**config.mk**
```make
export PLATFORM = sky130hd
export DESIGN_NAME = hashed_block_buffer_cache
export DESIGN_NICKNAME = d
export VERILOG_FILES = /design/src/sv/hbbc_pkg.sv /design/src/sv/hbbc_slot_table.sv /design/src/sv/hbbc_hash_mod.sv /design/src/sv/hashed_block_buffer_cache.sv
export SDC_FILE = /design/constraint.sdc
export NUM_CORES = 2
export LEC_CHECK = 0
export BUFFER_PORTS_ARGS = -buffer_cell sky130_fd_sc_hd__buf_2
export CORE_MARGIN = 8
export CORE_UTILIZATION = 50
export DETAILED_ROUTE_END_ITERATION = 7
export HOLD_SLACK_MARGIN = 0.15
export PLACE_DENSITY = 0.65
export SKIP_LAST_GASP = 1
export SLEW_MARGIN = 10
export SYNTH_ARGS = -nofsm -noshare
export SYNTH_HDL_FRONTEND = slang
export SYNTH_SLANG_ARGS = --single-unit
export TNS_END_PERCENT = 1
```
**constraint.sdc**
```tcl
create_clock -name i_clk -period 10.8 [get_ports i_clk]
set_input_delay 0 -clock i_clk [delete_from_list [all_inputs] [get_ports i_clk]]
set_output_delay 0 -clock i_clk [all_outputs]
set_load 0.05 [all_outputs]
```
**src/sv/hbbc_pkg.sv**
```systemverilog
// ----------------------------------------------------------------------------
// hbbc_pkg
// Shared sizes, codes and record types of the hashed block buffer cache.
// ----------------------------------------------------------------------------
package hbbc_pkg;

    localparam int SLOTS    = 32;
    localparam int BUCKETS  = 13;
    localparam int SLOT_W   = $clog2(SLOTS);
    localparam int RANK_W   = SLOT_W;
    localparam int BKT_W    = $clog2(BUCKETS);
    localparam int DEV_W    = 8;
    localparam int BLK_W    = 32;
    localparam int REFS_W   = 8;
    localparam int KIND_W   = 2;
    localparam int STAT_W   = 2;
    localparam int SIDX_W   = 5;

    localparam logic [REFS_W-1:0] REFS_MAX = '1;

    localparam logic [KIND_W-1:0] K_READ    = 2'd0;
    localparam logic [KIND_W-1:0] K_RELEASE = 2'd1;
    localparam logic [KIND_W-1:0] K_PIN     = 2'd2;
    localparam logic [KIND_W-1:0] K_UNPIN   = 2'd3;

    localparam logic [STAT_W-1:0] ST_OK      = 2'd0;
    localparam logic [STAT_W-1:0] ST_NO_FREE = 2'd1;
    localparam logic [STAT_W-1:0] ST_ZERO    = 2'd2;
    localparam logic [STAT_W-1:0] ST_SAT     = 2'd3;

    typedef struct packed {
        logic [DEV_W-1:0]  dev;
        logic [BLK_W-1:0]  blk;
        logic              valid;
        logic [REFS_W-1:0] refs;
        logic [BKT_W-1:0]  bucket;
        logic [RANK_W-1:0] rank;
    } t_slot;

    typedef struct packed {
        logic             busy;
        logic             done;
        logic [BKT_W-1:0] rem;
    } t_hash_stat;

endpackage

```
**src/sv/hbbc_slot_table.sv**
```systemverilog
// ----------------------------------------------------------------------------
// hbbc_slot_table
// Slot records in flops, one read and one write port on a shared address.
// ----------------------------------------------------------------------------
module hbbc_slot_table (
    input  logic                        i_clk,
    input  logic                        i_rst_n,
    input  logic [hbbc_pkg::SLOT_W-1:0] i_addr,
    input  logic                        i_wr_en,
    input  hbbc_pkg::t_slot             i_wr,
    output hbbc_pkg::t_slot             o_rd
);
    import hbbc_pkg::*;

    t_slot r_mem [SLOTS];

    assign o_rd = r_mem[i_addr];

    always_ff @(posedge i_clk) begin
        if (!i_rst_n) begin
            for (int i = 0; i < SLOTS; i++) begin
                r_mem[i].dev    <= '0;
                r_mem[i].blk    <= '0;
                r_mem[i].valid  <= 1'b0;
                r_mem[i].refs   <= '0;
                r_mem[i].bucket <= '0;
                r_mem[i].rank   <= RANK_W'(SLOTS - 1 - i);
            end
        end else if (i_wr_en) begin
            r_mem[i_addr] <= i_wr;
        end
    end

endmodule

```
**src/sv/hbbc_hash_mod.sv**
```systemverilog
// ----------------------------------------------------------------------------
// hbbc_hash_mod
// Block number modulo bucket count, one nibble per cycle from the top.
// ----------------------------------------------------------------------------
module hbbc_hash_mod (
    input  logic                       i_clk,
    input  logic                       i_rst_n,
    input  logic                       i_start,
    input  logic [hbbc_pkg::BLK_W-1:0] i_blk,
    output hbbc_pkg::t_hash_stat       o_stat
);
    import hbbc_pkg::*;

    localparam int NIB    = BLK_W / 4;
    localparam int CNT_W  = $clog2(NIB);
    localparam int ACC_W  = BKT_W + 4;

    logic [BLK_W-1:0] r_word;
    logic [CNT_W-1:0] r_cnt;
    logic             r_busy;
    logic             r_done;
    logic [BKT_W-1:0] r_rem;
    logic [ACC_W-1:0] acc;

    always_comb begin
        acc = {r_rem, r_word[BLK_W-1 -: 4]};
        for (int k = 3; k >= 0; k--) begin
            if (acc >= ACC_W'(BUCKETS << k)) begin
                acc = acc - ACC_W'(BUCKETS << k);
            end
        end
    end

    always_ff @(posedge i_clk) begin
        if (!i_rst_n) begin
            r_busy <= 1'b0;
            r_done <= 1'b0;
            r_cnt  <= '0;
        end else begin
            r_done <= 1'b0;
            if (i_start) begin
                r_busy <= 1'b1;
                r_cnt  <= '0;
                r_rem  <= '0;
                r_word <= i_blk;
            end else if (r_busy) begin
                r_rem  <= acc[BKT_W-1:0];
                r_word <= r_word << 4;
                r_cnt  <= r_cnt + 1'b1;
                if (r_cnt == CNT_W'(NIB - 1)) begin
                    r_busy <= 1'b0;
                    r_done <= 1'b1;
                end
            end
        end
    end

    assign o_stat = '{busy: r_busy, done: r_done, rem: r_rem};

endmodule

```
**src/sv/hashed_block_buffer_cache.sv**
```systemverilog
// ----------------------------------------------------------------------------
// hashed_block_buffer_cache
// Hashed buffer slot cache with reference counts, scanned one slot a cycle.
// Read: the block number is hashed to a bucket, then all slots are scanned; a
//   steal adds a rank update pass over all slots.
// Pin/unpin: the indexed slot is updated directly; a release that drops to zero adds the rank
//   update. One request at a time; the slot table port sets the pace.
// Reset (synchronous, active low) clears all slots at once, ranks descending.
// ----------------------------------------------------------------------------
module hashed_block_buffer_cache (
    input  logic                        i_clk,
    input  logic                        i_rst_n,
    input  logic                        i_valid,
    output logic                        o_ready,
    input  logic [hbbc_pkg::KIND_W-1:0] i_kind,
    input  logic [hbbc_pkg::DEV_W-1:0]  i_dev,
    input  logic [hbbc_pkg::BLK_W-1:0]  i_block_number,
    input  logic [hbbc_pkg::SIDX_W-1:0] i_slot_index,
    output logic                        o_valid,
    input  logic                        i_ready,
    output logic [hbbc_pkg::SIDX_W-1:0] o_slot_out,
    output logic                        o_hit,
    output logic                        o_needs_disk_read,
    output logic [hbbc_pkg::STAT_W-1:0] o_status
);
    import hbbc_pkg::*;

    typedef enum logic [2:0] {
        S_IDLE, S_HASH, S_SCAN, S_DECIDE, S_SLOT, S_FRONT, S_RESULT
    } t_state;

    t_state r_state, n_state;

    logic [SLOT_W-1:0] r_idx, n_idx;
    logic [KIND_W-1:0] r_kind, n_kind;
    logic [DEV_W-1:0]  r_dev, n_dev;
    logic [BLK_W-1:0]  r_blk, n_blk;
    logic [SIDX_W-1:0] r_si, n_si;
    logic [BKT_W-1:0]  r_h, n_h;

    logic              r_hit_f, n_hit_f;
    logic [SLOT_W-1:0] r_hit_idx, n_hit_idx;
    logic [RANK_W-1:0] r_hit_rank, n_hit_rank;
    logic              r_fr_f, n_fr_f;
    logic [SLOT_W-1:0] r_fr_idx, n_fr_idx;
    logic [BKT_W-1:0]  r_fr_bkt, n_fr_bkt;
    logic [RANK_W-1:0] r_fr_rank, n_fr_rank;

    logic [SLOT_W-1:0] r_tf_s, n_tf_s;
    logic [BKT_W-1:0]  r_tf_ob, n_tf_ob;
    logic [RANK_W-1:0] r_tf_orank, n_tf_orank;
    logic [BKT_W-1:0]  r_tf_nb, n_tf_nb;

    logic [SIDX_W-1:0] r_res_slot, n_res_slot;
    logic              r_res_hit, n_res_hit;
    logic              r_res_ndr, n_res_ndr;
    logic [STAT_W-1:0] r_res_status, n_res_status;

    logic              r_out_valid, n_out_valid;
    logic [SIDX_W-1:0] r_out_slot, n_out_slot;
    logic              r_out_hit, n_out_hit;
    logic              r_out_ndr, n_out_ndr;
    logic [STAT_W-1:0] r_out_status, n_out_status;

    logic [SLOT_W-1:0] tbl_addr;
    logic              tbl_we;
    t_slot             tbl_wd;
    t_slot             tbl_rd;
    logic              hash_start;
    t_hash_stat        hash_stat;
    logic              last;
    logic              dec;
    logic              inc;

    hbbc_slot_table u_table (
        .i_clk   (i_clk),
        .i_rst_n (i_rst_n),
        .i_addr  (tbl_addr),
        .i_wr_en (tbl_we),
        .i_wr    (tbl_wd),
        .o_rd    (tbl_rd)
    );

    hbbc_hash_mod u_hash (
        .i_clk   (i_clk),
        .i_rst_n (i_rst_n),
        .i_start (hash_start),
        .i_blk   (i_block_number),
        .o_stat  (hash_stat)
    );

    assign o_ready           = (r_state == S_IDLE);
    assign o_valid           = r_out_valid;
    assign o_slot_out        = r_out_slot;
    assign o_hit             = r_out_hit;
    assign o_needs_disk_read = r_out_ndr;
    assign o_status          = r_out_status;

    assign last = (r_idx == SLOT_W'(SLOTS - 1));

    always_comb begin
        n_state      = r_state;
        n_idx        = r_idx;
        n_kind       = r_kind;
        n_dev        = r_dev;
        n_blk        = r_blk;
        n_si         = r_si;
        n_h          = r_h;
        n_hit_f      = r_hit_f;
        n_hit_idx    = r_hit_idx;
        n_hit_rank   = r_hit_rank;
        n_fr_f       = r_fr_f;
        n_fr_idx     = r_fr_idx;
        n_fr_bkt     = r_fr_bkt;
        n_fr_rank    = r_fr_rank;
        n_tf_s       = r_tf_s;
        n_tf_ob      = r_tf_ob;
        n_tf_orank   = r_tf_orank;
        n_tf_nb      = r_tf_nb;
        n_res_slot   = r_res_slot;
        n_res_hit    = r_res_hit;
        n_res_ndr    = r_res_ndr;
        n_res_status = r_res_status;
        n_out_valid  = r_out_valid;
        n_out_slot   = r_out_slot;
        n_out_hit    = r_out_hit;
        n_out_ndr    = r_out_ndr;
        n_out_status = r_out_status;
        tbl_addr     = r_idx;
        tbl_we       = 1'b0;
        tbl_wd       = tbl_rd;
        hash_start   = 1'b0;
        dec          = 1'b0;
        inc          = 1'b0;

        if (r_out_valid && i_ready) begin
            n_out_valid = 1'b0;
        end

        unique case (r_state)
            S_IDLE: begin
                if (i_valid) begin
                    n_kind       = i_kind;
                    n_dev        = i_dev;
                    n_blk        = i_block_number;
                    n_si         = i_slot_index;
                    n_res_slot   = i_slot_index;
                    n_res_hit    = 1'b0;
                    n_res_ndr    = 1'b0;
                    n_res_status = ST_OK;
                    if (i_kind == K_READ) begin
                        hash_start = 1'b1;
                        n_state    = S_HASH;
                    end else begin
                        n_state = S_SLOT;
                    end
                end
            end
            S_HASH: begin
                if (hash_stat.done) begin
                    n_h     = hash_stat.rem;
                    n_idx   = '0;
                    n_hit_f = 1'b0;
                    n_fr_f  = 1'b0;
                    n_state = S_SCAN;
                end
            end
            S_SCAN: begin
                // lookup in own bucket and steal candidate (lowest bucket, then rank)
                if (tbl_rd.bucket == r_h && tbl_rd.dev == r_dev && tbl_rd.blk == r_blk
                        && (!r_hit_f || tbl_rd.rank < r_hit_rank)) begin
                    n_hit_f    = 1'b1;
                    n_hit_idx  = r_idx;
                    n_hit_rank = tbl_rd.rank;
                end
                if (tbl_rd.bucket != r_h && tbl_rd.refs == '0
                        && (!r_fr_f || tbl_rd.bucket < r_fr_bkt
                            || (tbl_rd.bucket == r_fr_bkt && tbl_rd.rank < r_fr_rank))) begin
                    n_fr_f    = 1'b1;
                    n_fr_idx  = r_idx;
                    n_fr_bkt  = tbl_rd.bucket;
                    n_fr_rank = tbl_rd.rank;
                end
                n_idx = r_idx + 1'b1;
                if (last) begin
                    n_state = S_DECIDE;
                end
            end
            S_DECIDE: begin
                n_state = S_RESULT;
                if (r_hit_f) begin
                    tbl_addr   = r_hit_idx;
                    n_res_slot = SIDX_W'(r_hit_idx);
                    n_res_hit  = 1'b1;
                    if (tbl_rd.refs >= REFS_MAX) begin
                        n_res_status = ST_SAT;
                    end else begin
                        tbl_we       = 1'b1;
                        tbl_wd.refs  = tbl_rd.refs + 1'b1;
                        tbl_wd.valid = 1'b1;
                        n_res_ndr    = !tbl_rd.valid;
                    end
                end else if (r_fr_f) begin
                    tbl_addr     = r_fr_idx;
                    tbl_we       = 1'b1;
                    tbl_wd.dev   = r_dev;
                    tbl_wd.blk   = r_blk;
                    tbl_wd.refs  = REFS_W'(1);
                    tbl_wd.valid = 1'b1;
                    n_res_slot   = SIDX_W'(r_fr_idx);
                    n_res_ndr    = 1'b1;
                    n_tf_s       = r_fr_idx;
                    n_tf_ob      = tbl_rd.bucket;
                    n_tf_orank   = tbl_rd.rank;
                    n_tf_nb      = r_h;
                    n_idx        = '0;
                    n_state      = S_FRONT;
                end else begin
                    n_res_slot   = '0;
                    n_res_status = ST_NO_FREE;
                end
            end
            S_SLOT: begin
                tbl_addr = SLOT_W'(r_si);
                n_state  = S_RESULT;
                if (32'(r_si) < SLOTS) begin
                    if (r_kind == K_PIN) begin
                        if (tbl_rd.refs >= REFS_MAX) begin
                            n_res_status = ST_SAT;
                        end else begin
                            tbl_we      = 1'b1;
                            tbl_wd.refs = tbl_rd.refs + 1'b1;
                        end
                    end else if (tbl_rd.refs == '0) begin
                        n_res_status = ST_ZERO;
                    end else begin
                        tbl_we      = 1'b1;
                        tbl_wd.refs = tbl_rd.refs - 1'b1;
                        if (r_kind == K_RELEASE && tbl_rd.refs == REFS_W'(1)) begin
                            n_tf_s     = SLOT_W'(r_si);
                            n_tf_ob    = tbl_rd.bucket;
                            n_tf_orank = tbl_rd.rank;
                            n_tf_nb    = tbl_rd.bucket;
                            n_idx      = '0;
                            n_state    = S_FRONT;
                        end
                    end
                end
            end
            S_FRONT: begin
                tbl_we = 1'b1;
                if (r_idx == r_tf_s) begin
                    tbl_wd.bucket = r_tf_nb;
                    tbl_wd.rank   = '0;
                end else begin
                    dec = (tbl_rd.bucket == r_tf_ob) && (tbl_rd.rank > r_tf_orank);
                    inc = (tbl_rd.bucket == r_tf_nb);
                    tbl_wd.rank = tbl_rd.rank + RANK_W'(inc) - RANK_W'(dec);
                end
                n_idx = r_idx + 1'b1;
                if (last) begin
                    n_state = S_RESULT;
                end
            end
            S_RESULT: begin
                if (!r_out_valid || i_ready) begin
                    n_out_valid  = 1'b1;
                    n_out_slot   = r_res_slot;
                    n_out_hit    = r_res_hit;
                    n_out_ndr    = r_res_ndr;
                    n_out_status = r_res_status;
                    n_state      = S_IDLE;
                end
            end
            default: begin
                n_state = S_IDLE;
            end
        endcase
    end

    always_ff @(posedge i_clk) begin
        if (!i_rst_n) begin
            r_state     <= S_IDLE;
            r_out_valid <= 1'b0;
            r_idx       <= '0;
            r_hit_f     <= 1'b0;
            r_fr_f      <= 1'b0;
        end else begin
            r_state     <= n_state;
            r_out_valid <= n_out_valid;
            r_idx       <= n_idx;
            r_hit_f     <= n_hit_f;
            r_fr_f      <= n_fr_f;
        end
        r_kind       <= n_kind;
        r_dev        <= n_dev;
        r_blk        <= n_blk;
        r_si         <= n_si;
        r_h          <= n_h;
        r_hit_idx    <= n_hit_idx;
        r_hit_rank   <= n_hit_rank;
        r_fr_idx     <= n_fr_idx;
        r_fr_bkt     <= n_fr_bkt;
        r_fr_rank    <= n_fr_rank;
        r_tf_s       <= n_tf_s;
        r_tf_ob      <= n_tf_ob;
        r_tf_orank   <= n_tf_orank;
        r_tf_nb      <= n_tf_nb;
        r_res_slot   <= n_res_slot;
        r_res_hit    <= n_res_hit;
        r_res_ndr    <= n_res_ndr;
        r_res_status <= n_res_status;
        r_out_slot   <= n_out_slot;
        r_out_hit    <= n_out_hit;
        r_out_ndr    <= n_out_ndr;
        r_out_status <= n_out_status;
    end

endmodule
```
==> key figures <==
Clocking
  • H-tree levels: 4
  • Clock sink count: 2019
  • CTS tree: yes
  • Clock-pin slew on the worst setup and hold paths: 0.06 ns
  • Max Buffers Root-to-Sink: 3
  • CTS buffer count: 202
  • Post-CTS resize count: 0
  • Clock Latency Late Sink: 0.86 ns
  • CTS root buf: clkbuf_16

STA
  • Worst rel slew slack: 0.0792
  • Min Tclk post-route: 8.92 ns
  • Final period util: 0.826
  • Slew Limit Fails: 0
  • Clk_skew: 0.0638 ns
  • Final hold vios: 0
  • RSZ-0062 raised after global routing: no
  • Max Freq: 0.112 GHz
  • TNS Setup: 0 ns
  • Actual slew at the worst max-slew pin: 1.37 ns
  • Setup violations, final: 0

Worst setup path
  • Worst Reg-to-Reg Cells: 17
  • Slowest stage delay, CP: 0.93 ns
  • CP Data Arrival Time: 9.42 ns
  • CP most frequent cell: buf_4
  • CP startpoint kind: flop
  • Critical-path cell list: or3b_1, o21a_2, a221o_1, nand3_4, a211oi_1, or4_4, nor4_4, inv_1, ha_1, o41ai_2, nor4_2, a21oi_1, or3_1, o2111ai_4, buf_4, buf_4, nor3_1
  • CP Capture Type: flop
  • Critical Path RT: 11.30 ns
  • Reg2reg end: u_table.r_mem[7][29]$_SDFFCE_PN0P_
  • Kind of critical path: flop to flop
  • Crit-path max FO: 68
  • CP max stage cell: a221o_1
  • RR Startpoint: r_state[0]$_SDFFE_PN0P_
  • Slack of the worst reg-to-reg path: 1.88 ns

Logic synthesis
  • Post-synth EDFFs: 2003
  • Sequential fraction of the synthesis area: 0.662
  • Synth Instances: 6599
  • Fraction of registers with async set/reset: 0
  • Synthesized Nets: 6688
  • Count leader, synth: edfxtp_1
  • Avg Inst Size Synth: 13.8 µm²
  • Ys Warns: 0
  • Synth cell types: 91
  • Post-synth top area share: 0.659
  • Most used DFF post-synth: edfxtp_1
  • Synth cell count leaders: edfxtp_1 (2003), nor3_1 (1274), nor2_1 (569), clkbuf_1 (395), nand2_1 (390)
  • Yosys reg bits: 2019
  • Area leader, netlist: edfxtp_1
  • Mapped Area: 0.0913 mm²
  • Largest cells by area after synthesis: edfxtp_1 (66%), mux4_2 (8.9%), nor3_1 (7.0%)

GRT
  • GR Overflow Total: 0
  • GR Util met3: 0.0853
  • Vias in the first global route: 61144
  • Most Used Layer, Global Route: met2
  • Largest net degree at the start of global routing: 162
  • Global routing usage on met2: 0.477
  • Initial antenna violation count: 8
  • GRT Util Overall: 0.313
  • Global routing usage on met1: 0.421
  • First-pass GRT wire length: 448 mm

Place
  • HPWL after DPL: 167 mm
  • Post-Place Cell Area: 0.0938 mm²
  • GP Congestion: 0.876
  • Port bufs: 61

Detailed routing
  • Via density: 7.07
  • Vias: 63604
  • Final wirelength: 318 mm
  • Antenna Violating Nets Remaining: 0
  • Drt first pass iters: 6
  • DRC: 0
  • Initial DRC Count: 11003
  • WL/cell: 35.4 µm

Floorplan
  • Die Ht: 443 µm
  • DIE AREA: 0.197 mm²
  • Core region area: 0.182 mm²
  • Ports: 62
  • Die X: 443 µm
  • Cell row count: 157
  • Initial Util: 0.501

Power and ir drop
  • Leak Pwr: 32.3 nW
  • Max VDD drop: 0.000346 V
  • Pwr dens: 258 mW/mm²

Worst hold path
  • Hold Path Class: primary input to flop
  • Worst hold path stage count: 4
  • Worst hold start: i_block_number[4]
  • Worst Hold Path EP: u_hash.r_word[4]$_DFFE_PP_

Finish
  • Number of nets in the layout: 6528
  • Final instance area: 0.101 mm²
  • Share of post-route cells with drive strength above 1: 0.167
  • Synth-to-layout area growth: 10.7%

Job
  • Max-Cap Viols: 0

Status
  • Status: complete, no violations
-- sequential cells by signal, indices dropped and copies added (netlist names), 5 cells and up --
signal / count
r_si: 5
r_hit_idx: 5
u_table.r_mem: 1856
r_tf_s: 5
r_fr_rank: 5
r_idx: 5
r_tf_orank: 5
r_fr_idx: 5
o_slot_out: 5
r_res_slot: 5
r_hit_rank: 5
r_dev: 8
u_hash.r_word: 32
r_blk: 32
-- metrics by stage --
step | std cells | total power, mW | util | hold WS [ns] | worst slack, ns
6_report | 8991 | 26.1 | 0.554 | 0.223 | 1.88
4_1_cts | 8986 | 25.9 | 0.554 | 0.170 | 2.05
3_5_place_dp | 8518 | 19.2 | 0.515 | 0.178 | 2.08
3_3_place_gp | 8518 | 19.1 | 0.515 | 0.176 | 2.26
2_1_floorplan | 6599 | 16.0 | - | 0.0989 | 1.54
5_1_grt | 8988 | 26.8 | 0.554 | 0.202 | 1.61
-- kinds of logic (layout without fill, tap and decap cells) --
logic type | Yosys count | after routing | synth area share
AO/OA/AOI/OAI | 629 | 629 | 0.0485
XOR/XNOR | 72 | 72 | 0.00691
adder cells (fa/ha/maj) | 39 | 39 | 0.00540
other | 0 | 4 | 0
buffers and inverters | 799 | 802 | 0.0425
multiplexers | 472 | 472 | 0.101
flip-flops | 2019 | 2019 | 0.662
AND/OR/NAND/NOR | 2569 | 2569 | 0.133
-- worst max path at each step --
stage | start | to | depth (start not counted)
floorplan | r_state[1]$_SDFFE_PN0P_ | u_table.r_mem[27][0]$_SDFFCE_PN0P_ | 22
global placement | r_state[1]$_SDFFE_PN0P_ | u_table.r_mem[20][1]$_SDFFCE_PN1P_ | 22
detailed placement | r_state[0]$_SDFFE_PN0P_ | u_table.r_mem[20][1]$_SDFFCE_PN1P_ | 22
CTS | r_state[0]$_SDFFE_PN0P_ | u_table.r_mem[20][1]$_SDFFCE_PN1P_ | 22
global route | r_state[1]$_SDFFE_PN0P_ | u_table.r_mem[3][36]$_SDFFCE_PN0P_ | 17
finish | r_state[0]$_SDFFE_PN0P_ | u_table.r_mem[7][29]$_SDFFCE_PN0P_ | 17
-- cell usage in the layout, fill, tap and decap left out, drive strengths merged, types with 11 or more instances in the layout --
cell type,instances
a211oi,29
a21oi,146
a22o,28
a22oi,218
and2,14
and3,11
buf,293
clkbuf,251
clkinv,103
dfxtp,16
dlygate4sd3,101
edfxtp,2003
ha,37
inv,44
mux2i,100
mux4,362
nand2,390
nand3,136
nand4,77
nor2,571
nor2b,15
nor3,1283
nor4,34
o21ai,83
o22ai,31
xnor2,32
xor2,40
-- routing by layer --
metal / share of wire / wire (µm) / vias to the layer above
met1: 0.35 / 111000 / 32034
met2: 0.45 / 144000 / 5508
met3: 0.14 / 46100 / 1002
li1: - / - / 25058
met4: 0.055 / 17600 / 2
met5: 0.000041 / 13 / -
-- report_power, final --
group | switching [mW] | leakage (nW) | internal, mW | total, mW
Clock | 3.09 | 3.02 | 3.67 | 6.76
Combinational | 7.28 | 8.92 | 2.88 | 10.2
Sequential | 0.177 | 20.4 | 9.01 | 9.18
-- what timing repair did --
| item | 4_1_cts | 5_1_grt |
|---|---|---|
| hold buffers | 101 | 0 |
| buffers inserted | 0 | 0 |
| hold endpoints to repair | 184 | 0 |
| endpoints found under the setup margin | 0 | 0 |
-- worst max-delay path, delay by kind of cell (launching register included) --
family,cells,cell delay (ns)
adder cells (fa/ha/maj),1,0.23
AO/OA/AOI/OAI,6,2.73
AND/OR/NAND/NOR,7,2.91
flip-flops,1,0.76
buffers and inverters,3,1.78
-- layout make-up --
cell class | instances | area, µm²
well taps | 2385 | 2980
clock inverters | 116 | 948
diodes | 4 | 10.0
fillers | 14574 | 81200
flip-flops and latches | 2019 | 60500
multi-input cells | 3781 | 27900
inverters | 41 | 155
clock buffers | 251 | 5260
repair buffers | 394 | 3340
(Power assumes the default switching activity.)
